**src/hdl/heart_rate_interval_averager_top_defines.svh**
```systemverilog
// Assertion macros shared by the heart-rate interval averager modules.
// Each macro expects signals named clk and rst_n in the including module.
`ifndef HEART_RATE_INTERVAL_AVERAGER_TOP_DEFINES_SVH
`define HEART_RATE_INTERVAL_AVERAGER_TOP_DEFINES_SVH

// The consequent must hold in the same cycle as the antecedent.
`define HRIA_ASSERT_NOW(name, ante, cons, msg) \
  name: assert property (@(posedge clk) disable iff (!rst_n) (ante) |-> (cons)) \
    else $error(msg);

// The consequent must hold in the cycle after the antecedent.
`define HRIA_ASSERT_NEXT(name, ante, cons, msg) \
  name: assert property (@(posedge clk) disable iff (!rst_n) (ante) |=> (cons)) \
    else $error(msg);

`endif

```
**src/hdl/hria_pkg.sv**
```systemverilog
// Shared constants and controller/datapath interface types for the
// heart-rate interval averager. No dependencies.
package hria_pkg;

  localparam int RING_DEPTH = 4;
  localparam int RING_AW    = (RING_DEPTH > 1) ? $clog2(RING_DEPTH) : 1;
  localparam int SUM_W      = 8 + RING_AW;

  localparam int DIV_W      = 16;
  localparam int DIV_CNT_W  = $clog2(DIV_W);

  localparam logic [DIV_W-1:0] RATE_NUM = 16'd60000;
  localparam logic [7:0]       RATE_MAX = 8'd255;

  localparam int CFG_IDX_W = 2;
  localparam logic [CFG_IDX_W-1:0] CFG_MIN_IVL = 2'd0;
  localparam logic [CFG_IDX_W-1:0] CFG_MAX_IVL = 2'd1;
  localparam logic [CFG_IDX_W-1:0] CFG_TIMEOUT = 2'd2;

  localparam logic [15:0] MIN_IVL_RST = 16'd400;
  localparam logic [15:0] MAX_IVL_RST = 16'd1500;
  localparam logic [15:0] TIMEOUT_RST = 16'd3000;

  typedef struct packed {
    logic load;
    logic eval;
    logic div_step;
    logic ring_write;
    logic sum_step;
    logic finish;
  } cmd_t;

  typedef struct packed {
    logic accept;
    logic div_last;
    logic sum_last;
    logic out_free;
  } sts_t;

endpackage

```
**src/hdl/hria_dp.sv**
```systemverilog
// Datapath of the heart-rate interval averager: config registers, beat
// timing, restoring divider, rate ring, summation and output register. Uses hria_pkg.
`include "heart_rate_interval_averager_top_defines.svh"

module hria_dp (
  input  logic                           clk,
  input  logic                           rst_n,
  input  hria_pkg::cmd_t                 cmd,
  output hria_pkg::sts_t                 sts,
  input  logic [31:0]                    in_now_ms,
  input  logic                           in_beat_seen,
  input  logic                           cfg_valid,
  input  logic [hria_pkg::CFG_IDX_W-1:0] cfg_index,
  input  logic [15:0]                    cfg_data,
  input  logic                           out_ready,
  output logic                           out_valid,
  output logic [7:0]                     out_average_rate,
  output logic [7:0]                     out_newest_rate,
  output logic                           out_rate_accepted,
  output logic                           out_timed_out
);
  import hria_pkg::*;

  logic [15:0]          min_ivl_r, max_ivl_r, timeout_r;
  logic [31:0]          now_r, diff_r, last_r;
  logic                 beat_r, held_r, acc_r, tmo_r;
  logic [7:0]           ring_r [RING_DEPTH];
  logic [RING_AW-1:0]   pos_r, sum_idx_r;
  logic [DIV_W-1:0]     rem_r, quo_r, dvs_r;
  logic [DIV_CNT_W-1:0] div_cnt_r;
  logic [7:0]           rate_r, avg_r;
  logic [SUM_W-1:0]     sum_r;
  logic                 out_valid_r, out_acc_r, out_tmo_r;
  logic [7:0]           out_avg_r, out_rate_r;

  logic               ivl_ok, tmo_hit;
  logic [DIV_W:0]     shifted;
  logic [DIV_W+1:0]   trial;
  logic [7:0]         rate_sat, avg_nxt;
  logic [RING_AW-1:0] pos_nxt;

  assign ivl_ok  = beat_r && (diff_r > {16'b0, min_ivl_r}) && (diff_r < {16'b0, max_ivl_r});
  assign tmo_hit = !beat_r && held_r && (diff_r > {16'b0, timeout_r});

  assign shifted  = {rem_r, quo_r[DIV_W-1]};
  assign trial    = {1'b0, shifted} - {2'b0, dvs_r};
  assign rate_sat = (quo_r > {{(DIV_W-8){1'b0}}, RATE_MAX}) ? RATE_MAX : quo_r[7:0];
  assign pos_nxt  = (pos_r == RING_AW'(RING_DEPTH-1)) ? '0 : pos_r + 1'b1;
  assign avg_nxt  = acc_r ? 8'(sum_r / RING_DEPTH) : avg_r;

  assign sts.accept   = ivl_ok;
  assign sts.div_last = (div_cnt_r == DIV_CNT_W'(DIV_W-1));
  assign sts.sum_last = (sum_idx_r == RING_AW'(RING_DEPTH-1));
  assign sts.out_free = !out_valid_r || out_ready;

  // Configuration; an index past the register list writes nothing.
  always_ff @(posedge clk) begin
    if (!rst_n) begin
      min_ivl_r <= MIN_IVL_RST;
      max_ivl_r <= MAX_IVL_RST;
      timeout_r <= TIMEOUT_RST;
    end else if (cfg_valid) begin
      case (cfg_index)
        CFG_MIN_IVL: min_ivl_r <= cfg_data;
        CFG_MAX_IVL: max_ivl_r <= cfg_data;
        CFG_TIMEOUT: timeout_r <= cfg_data;
        default: ;
      endcase
    end
  end

  // Sample capture; the wrapping gap to the last beat is formed here.
  always_ff @(posedge clk) begin
    if (cmd.load) begin
      now_r  <= in_now_ms;
      beat_r <= in_beat_seen;
      diff_r <= in_now_ms - last_r;
    end
  end

  // Held beat state, ring and average.
  always_ff @(posedge clk) begin
    if (!rst_n) begin
      last_r <= '0;
      held_r <= 1'b0;
      pos_r  <= '0;
      avg_r  <= '0;
      for (int i = 0; i < RING_DEPTH; i++) begin
        ring_r[i] <= '0;
      end
    end else begin
      if (cmd.eval) begin
        if (beat_r) begin
          last_r <= now_r;
          held_r <= 1'b1;
        end else if (tmo_hit) begin
          last_r <= '0;
          held_r <= 1'b0;
          avg_r  <= '0;
          for (int i = 0; i < RING_DEPTH; i++) begin
            ring_r[i] <= '0;
          end
        end
      end
      if (cmd.ring_write) begin
        ring_r[pos_r] <= rate_sat;
        pos_r         <= pos_nxt;
      end
      if (cmd.finish) begin
        avg_r <= avg_nxt;
      end
    end
  end

  // Per-item working registers: flags, divider and ring summation.
  always_ff @(posedge clk) begin
    if (cmd.eval) begin
      acc_r     <= ivl_ok;
      tmo_r     <= tmo_hit;
      dvs_r     <= diff_r[DIV_W-1:0];
      quo_r     <= RATE_NUM;
      rem_r     <= '0;
      div_cnt_r <= '0;
    end
    if (cmd.div_step) begin
      div_cnt_r <= div_cnt_r + 1'b1;
      if (!trial[DIV_W+1]) begin
        rem_r <= trial[DIV_W-1:0];
        quo_r <= {quo_r[DIV_W-2:0], 1'b1};
      end else begin
        rem_r <= shifted[DIV_W-1:0];
        quo_r <= {quo_r[DIV_W-2:0], 1'b0};
      end
    end
    if (cmd.ring_write) begin
      rate_r    <= rate_sat;
      sum_r     <= '0;
      sum_idx_r <= '0;
    end
    if (cmd.sum_step) begin
      sum_r     <= sum_r + SUM_W'(ring_r[sum_idx_r]);
      sum_idx_r <= sum_idx_r + 1'b1;
    end
  end

  // Output register: a finished beat waits here while the next sample is taken.
  always_ff @(posedge clk) begin
    if (!rst_n) begin
      out_valid_r <= 1'b0;
    end else if (cmd.finish) begin
      out_valid_r <= 1'b1;
    end else if (out_ready) begin
      out_valid_r <= 1'b0;
    end
  end

  always_ff @(posedge clk) begin
    if (cmd.finish) begin
      out_avg_r  <= avg_nxt;
      out_rate_r <= acc_r ? rate_r : 8'd0;
      out_acc_r  <= acc_r;
      out_tmo_r  <= tmo_r;
    end
  end

  assign out_valid         = out_valid_r;
  assign out_average_rate  = out_avg_r;
  assign out_newest_rate   = out_rate_r;
  assign out_rate_accepted = out_acc_r;
  assign out_timed_out     = out_tmo_r;

  `HRIA_ASSERT_NOW(a_no_beat_zero_time, !held_r, last_r == 32'd0, "last beat time not cleared")
  `HRIA_ASSERT_NOW(a_timeout_clears, out_valid_r && out_tmo_r, !out_acc_r && (out_avg_r == 8'd0), "timeout beat carries a rate or average")
  `HRIA_ASSERT_NEXT(a_finish_shows, cmd.finish, out_valid_r, "finished beat not presented")

endmodule

```
**src/hdl/hria_ctrl.sv**
```systemverilog
// Controller of the heart-rate interval averager: sequences capture,
// evaluation, division, ring update, summation and result hand-off. Uses hria_pkg.
`include "heart_rate_interval_averager_top_defines.svh"

module hria_ctrl (
  input  logic           clk,
  input  logic           rst_n,
  input  logic           in_valid,
  output logic           in_ready,
  input  hria_pkg::sts_t sts,
  output hria_pkg::cmd_t cmd
);
  import hria_pkg::*;

  typedef enum logic [5:0] {
    S_IDLE  = 6'b000001,
    S_EVAL  = 6'b000010,
    S_DIV   = 6'b000100,
    S_WRITE = 6'b001000,
    S_SUM   = 6'b010000,
    S_DONE  = 6'b100000
  } state_t;

  state_t state_r, state_nxt;

  always_comb begin
    cmd       = '0;
    in_ready  = 1'b0;
    state_nxt = state_r;
    case (state_r)
      S_IDLE: begin
        in_ready = 1'b1;
        if (in_valid) begin
          cmd.load  = 1'b1;
          state_nxt = S_EVAL;
        end
      end
      S_EVAL: begin
        cmd.eval  = 1'b1;
        state_nxt = sts.accept ? S_DIV : S_DONE;
      end
      S_DIV: begin
        cmd.div_step = 1'b1;
        if (sts.div_last) begin
          state_nxt = S_WRITE;
        end
      end
      S_WRITE: begin
        cmd.ring_write = 1'b1;
        state_nxt      = S_SUM;
      end
      S_SUM: begin
        cmd.sum_step = 1'b1;
        if (sts.sum_last) begin
          state_nxt = S_DONE;
        end
      end
      S_DONE: begin
        if (sts.out_free) begin
          cmd.finish = 1'b1;
          state_nxt  = S_IDLE;
        end
      end
      default: state_nxt = S_IDLE;
    endcase
  end

  always_ff @(posedge clk) begin
    if (!rst_n) begin
      state_r <= S_IDLE;
    end else begin
      state_r <= state_nxt;
    end
  end

  `HRIA_ASSERT_NEXT(a_done_waits, (state_r == S_DONE) && !sts.out_free,
                    state_r == S_DONE, "result dropped while output busy")
  `HRIA_ASSERT_NEXT(a_div_to_write, (state_r == S_DIV) && sts.div_last,
                    cmd.ring_write, "ring not written after divide")
  `HRIA_ASSERT_NOW(a_state_onehot, 1'b1, $onehot(state_r), "state register not one-hot")

endmodule

```
**src/hdl/heart_rate_interval_averager_top.sv**
```systemverilog
// Sequence: an accepted beat in the window runs eval, a 16-step restoring divide for
// 60000/interval, a ring write and a summation over the ring entries before its result is
// presented; any other sample goes from eval straight to the result. The next sample is
// taken once the controller is back in idle after the result is loaded into the output
// register, later while the previous result still waits in the output register.
// Synchronous active-low reset restores default windows and clears ring, average and held beat.
module heart_rate_interval_averager_top (
  input  logic                           clk,
  input  logic                           rst_n,
  input  logic                           in_valid,
  output logic                           in_ready,
  input  logic [31:0]                    in_now_ms,
  input  logic                           in_beat_seen,
  input  logic                           out_ready,
  output logic                           out_valid,
  output logic [7:0]                     out_average_rate,
  output logic [7:0]                     out_newest_rate,
  output logic                           out_rate_accepted,
  output logic                           out_timed_out,
  input  logic                           cfg_valid,
  output logic                           cfg_ready,
  input  logic [hria_pkg::CFG_IDX_W-1:0] cfg_index,
  input  logic [15:0]                    cfg_data
);
  import hria_pkg::*;

  cmd_t cmd;
  sts_t sts;

  assign cfg_ready = 1'b1;

  hria_ctrl u_ctrl (
    .clk      (clk),
    .rst_n    (rst_n),
    .in_valid (in_valid),
    .in_ready (in_ready),
    .sts      (sts),
    .cmd      (cmd)
  );

  hria_dp u_dp (
    .clk               (clk),
    .rst_n             (rst_n),
    .cmd               (cmd),
    .sts               (sts),
    .in_now_ms         (in_now_ms),
    .in_beat_seen      (in_beat_seen),
    .cfg_valid         (cfg_valid),
    .cfg_index         (cfg_index),
    .cfg_data          (cfg_data),
    .out_ready         (out_ready),
    .out_valid         (out_valid),
    .out_average_rate  (out_average_rate),
    .out_newest_rate   (out_newest_rate),
    .out_rate_accepted (out_rate_accepted),
    .out_timed_out     (out_timed_out)
  );

endmodule
```
**config.mk**
```make
export PLATFORM = sky130hd
export DESIGN_NAME = heart_rate_interval_averager_top
export DESIGN_NICKNAME = d
export VERILOG_FILES = /design/src/hdl/hria_pkg.sv /design/src/hdl/hria_dp.sv /design/src/hdl/hria_ctrl.sv /design/src/hdl/heart_rate_interval_averager_top.sv
export VERILOG_INCLUDE_DIRS = /design/src /design/src/hdl
export SDC_FILE = /design/constraint.sdc
export NUM_CORES = 1
export LEC_CHECK = 0
export BUFFER_PORTS_ARGS = -buffer_cell sky130_fd_sc_hd__buf_2
export CAP_MARGIN = 30
export CORE_MARGIN = 5
export CORE_UTILIZATION = 55
export DETAILED_ROUTE_END_ITERATION = 8
export PLACE_DENSITY_LB_ADDON = 0.12
export SLEW_MARGIN = 40
export SYNTH_ARGS = -nofsm -noshare
export SYNTH_HDL_FRONTEND = slang
export SYNTH_HIERARCHICAL = 1
export SYNTH_SLANG_ARGS = --single-unit
```
**constraint.sdc**
```tcl
create_clock -name clk -period 2.95 [get_ports clk]
set_clock_uncertainty 0.05 [all_clocks]
set_input_delay 0.1475 -clock clk [delete_from_list [all_inputs] [get_ports clk]]
set_output_delay 0.1475 -clock clk [all_outputs]
set_load 0.01 [all_outputs]
```
==> results.py <==
metrics = {
    "yosys": {
        "synthMuxAreaShare_pct": 2.71,
        "netlist_top_cells_count": "edfxtp_1, nand2_1, inv_1, ha_1, dfxtp_1",
        "synth.most_common_cell": "edfxtp_1",
        "synthAdderAreaFrac_pct": 9.55,
        "syn_area_sq_mm": 0.0148,
        "synth_xor_area_share_pct": 2.73,
        "synth_compound_area_share_pct": 13.6,
        "synth_top_area_share_pct": 38.4,
        "yosysTopAreaCell": "edfxtp_1",
        "yosys_warnings": 6,
        "syn_avg_cell_area_sq_um": 10.6,
        "async_flop_share_pct": 0,
        "yosys.area_share.simple_pct": 14.5,
        "ys_types": 79,
        "synth_seq_area_share_pct": 51.9,
        "synthCells": 1401,
        "synth_top_family_by_area": "simple AND/OR/NAND/NOR gates",
        "synth_edf_count": 189,
        "synthFlopType": "edfxtp_1",
        "synthTopCellsByArea": "edfxtp_1, dfxtp_1, ha_1, nand2_1, inv_1",
        "synth_nets": 1568,
        "ys_seq_elements": 289,
    },
    "clocking": {
        "cts_tree": "built",
        "cts-root-buf": "clkbuf_16",
        "worstSkewPairLatency_ns": 0.55,
        "numCtsBuffers": 31,
        "cts.sinks": 289,
        "clockBufferDepth": 3,
        "clk_pin_slew_ns": 0.06,
        "cts_max_level": 1,
    },
    "global_routing": {
        "overflow": 0,
        "grt_pass1_vias": 10300,
        "grt_antenna_before_repair": 0,
        "grt_max_degree": 139,
        "grt_pass1_wl_um": 50400,
        "track_usage_pct": 19.7,
    },
    "power": {
        "pwr-share-clk_pct": 38.8,
        "power_switching_mw": 2.37,
        "p_int_mw": 7.44,
        "netSwitchingFraction_pct": 24.2,
        "power_density_mw_per_mm2": 566,
        "combPwrFrac_pct": 13.5,
        "finalPower_mw": 9.81,
        "pwr-share-seq_pct": 47.7,
        "ir_drop_mv": 0.514,
        "leakagePower_nw": 6.79,
    },
    "floorplan": {
        "rows": 60,
        "core_sq_mm": 0.0267,
        "start_util_pct": 55.3,
        "io_pins": 77,
        "dieArea_sq_mm": 0.0303,
        "die_h_um": 174,
        "die_x_um": 174,
    },
    "setup_path": {
        "start_kind": "flip-flop",
        "r2r_slack_ns": 0.15,
        "cp_max_fo": 4,
        "worstPathRequired_ns": 3.21,
        "reg2regPathDepth": 12,
        "cp-end-kind": "flip-flop",
        "worstReg2RegEnd": "u_dp/sum_r[8]$_SDFFCE_PN0N_",
        "worstPathArrival_ns": 3.06,
        "crit_type": "reg2reg",
    },
    "cells_and_area": {
        "seq_area_sq_mm": 0.00768,
        "layout.nets": 1724,
        "diodes": 0,
        "area_growth_pct": 17.4,
        "layout-drive-gt1-share_pct": 13.7,
        "layout.cells.non_filler": 1922,
        "n_fill_cell": 2079,
        "multi_input_area_sq_mm": 0.00642,
    },
    "min_path": {
        "min_path_type": "in2reg",
        "min_path_cells": 5,
        "hp-start": "cfg_index[0]",
        "worst_hold_path.endpoint": "u_dp/min_ivl_r[10]$_SDFFE_PN0P_",
    },
    "route": {
        "drc": 0,
        "wl_per_cell_um": 15.6,
        "num_vias": 10400,
        "first_pass_iters": 5,
        "drt_first_iter_violations": 567,
        "drt.antenna.violating_nets": 0,
        "post_drt_via_cell_ratio": 5.42,
        "finalWirelength_um": 29900,
    },
    "place": {
        "place_congestion": 0.848,
        "io_buffers": 75,
        "dp_cells": 1809,
        "dp_hpwl_um": 20800,
        "pre_cts_ws_ns": -0.102,
    },
    "run": {
        "drv_cap": 0,
    },
    "sta": {
        "maxSlewViolCount": 0,
        "hold_slack_ns": 0.122,
        "fin_crit_ns": 2.80,
        "relSlewSlack_pct": 50.1,
        "setup_viol": 0,
        "hold_violations": 0,
        "worstMarginPinSlew_ns": 0.740,
        "postLayoutSetupSlackWorst_ns": 0.149,
        "min_period_over_period_pct": 94.9,
        "max_freq_mhz": 357,
    },
    "status": {
        "status": "finished, final reports clean",
    },
}
cells in the final DEF, fill, tap and decap left out, types with 8 or more instances in the layout:
cell type      count
edfxtp_1         189
nand2_1          181
inv_1            134
ha_1             108
dfxtp_1           99
nor2_1            77
buf_2             74
a21oi_1           54
dlygate4sd3_1     52
o21ai_0           49
buf_4             45
o22ai_1           35
a21boi_0          34
clkbuf_16         31
xnor2_1           31
and2_1            31
nand3_1           31
nor2b_1           29
a21o_1            23
o211ai_1          21
nand2b_1          17
nand4_1           17
o21a_1            15
xor2_1            15
mux2i_1           13
nor4_1            10
nor3_1            10
nand3b_1           9
clkinv_1           8
mux4_2             8
mux2_2             8
worst max-delay path, stage by stage (launching register included):
cell and delay, ns:
dfxtp_4 0.37, mux4_2 0.50, ha_1 0.21, inv_1 0.07, fa_1 0.19, nor2b_1 0.07
o21ai_1 0.15, nand2b_1 0.08, a21o_1 0.20, a2111oi_4 0.31, nor3_2 0.07, xor2_1 0.14
and2_1 0.15
per-layer routing:
layer | wire, um | vias to the layer above | GRT usage (%)
met5 | 0 | - | 0
met4 | 764 | 0 | 5.21
met3 | 1260 | 51 | 2.74
met2 | 14000 | 223 | 33.2
met1 | 13900 | 4866 | 27.0
li1 | - | 5280 | -
state kept, by name, summed over array words and instances (netlist names), 2 cells and up, named ones only:
register and flops:
u_ctrl/state_r 6, u_dp/avg_r 8, u_dp/diff_r 32, u_dp/div_cnt_r 4
u_dp/dvs_r 16, u_dp/last_r 32, u_dp/max_ivl_r 16, u_dp/min_ivl_r 16
u_dp/now_r 32, u_dp/out_average_rate 8, u_dp/out_newest_rate 8, u_dp/pos_r 2
u_dp/quo_r 16, u_dp/rate_r 8, u_dp/rem_r 16, u_dp/ring_r 32
u_dp/sum_idx_r 2, u_dp/sum_r 10, u_dp/timeout_r 16
cell type report:
type	instances	share of cell area, %
flip-flops and latches	289	44.3
multi-input cells	925	37.0
repair buffers	175	7.54
clock buffers	40	4.90
inverters	135	2.92
well taps	341	2.46
clock inverters	17	0.916
stage by stage:
| stage | instance area, sq um | util [%] | TNS [ns] |
|---|---|---|---|
| 2_1_floorplan | 14800 | - | -0.00232 |
| 3_3_place_gp | 15700 | 58.9 | -0.0328 |
| 3_5_place_dp | 15700 | 58.9 | -0.102 |
| 4_1_cts | 17300 | 64.7 | 0 |
| 5_1_grt | 17300 | 64.9 | -0.00111 |
| 6_report | 17300 | 64.9 | 0 |
power by group through the flow:
stage | Clock, mW | Sequential, mW | Combinational [mW]
2_1_floorplan | 0 | 4.75 | 0.879
3_3_place_gp | 0 | 4.76 | 1.23
3_5_place_dp | 0 | 4.77 | 1.25
4_1_cts | 3.90 | 4.68 | 1.32
5_1_grt | 4.08 | 4.70 | 1.49
6_report | 3.80 | 4.68 | 1.32
how the worst max path moves through the flow:
stage	start	to	slack, ns	cells after the start
2_1_floorplan	flip-flop	u_dp/sum_r[8]$_SDFFCE_PN0N_	-0.002	13
3_3_place_gp	flip-flop	u_dp/sum_r[8]$_SDFFCE_PN0N_	-0.03	12
4_1_cts	flip-flop	u_dp/sum_r[8]$_SDFFCE_PN0N_	0.02	12
6_report	flip-flop	u_dp/sum_r[8]$_SDFFCE_PN0N_	0.15	12
3_5_place_dp	flip-flop	u_dp/sum_r[8]$_SDFFCE_PN0N_	-0.10	12
5_1_grt	flip-flop	u_dp/sum_r[9]$_SDFFCE_PN0N_	-0.001	11
logic make-up after synthesis:
group	after synthesis
compound gates	294
xor+xnor	46
fa+ha+maj	111
buf+inv	187
flops	289
mux	29
other cells	1
simple gates	444
timing repair:
item                                    CTS  global route
pin swaps                                 0             5
hold endpoints to repair                 85             0
gates resized for setup                   3             8
endpoints found under the setup margin    1            25
buffers inserted                          0             4
hold buffers                             52             0
Note: power is estimated with default switching activity, not from simulation.
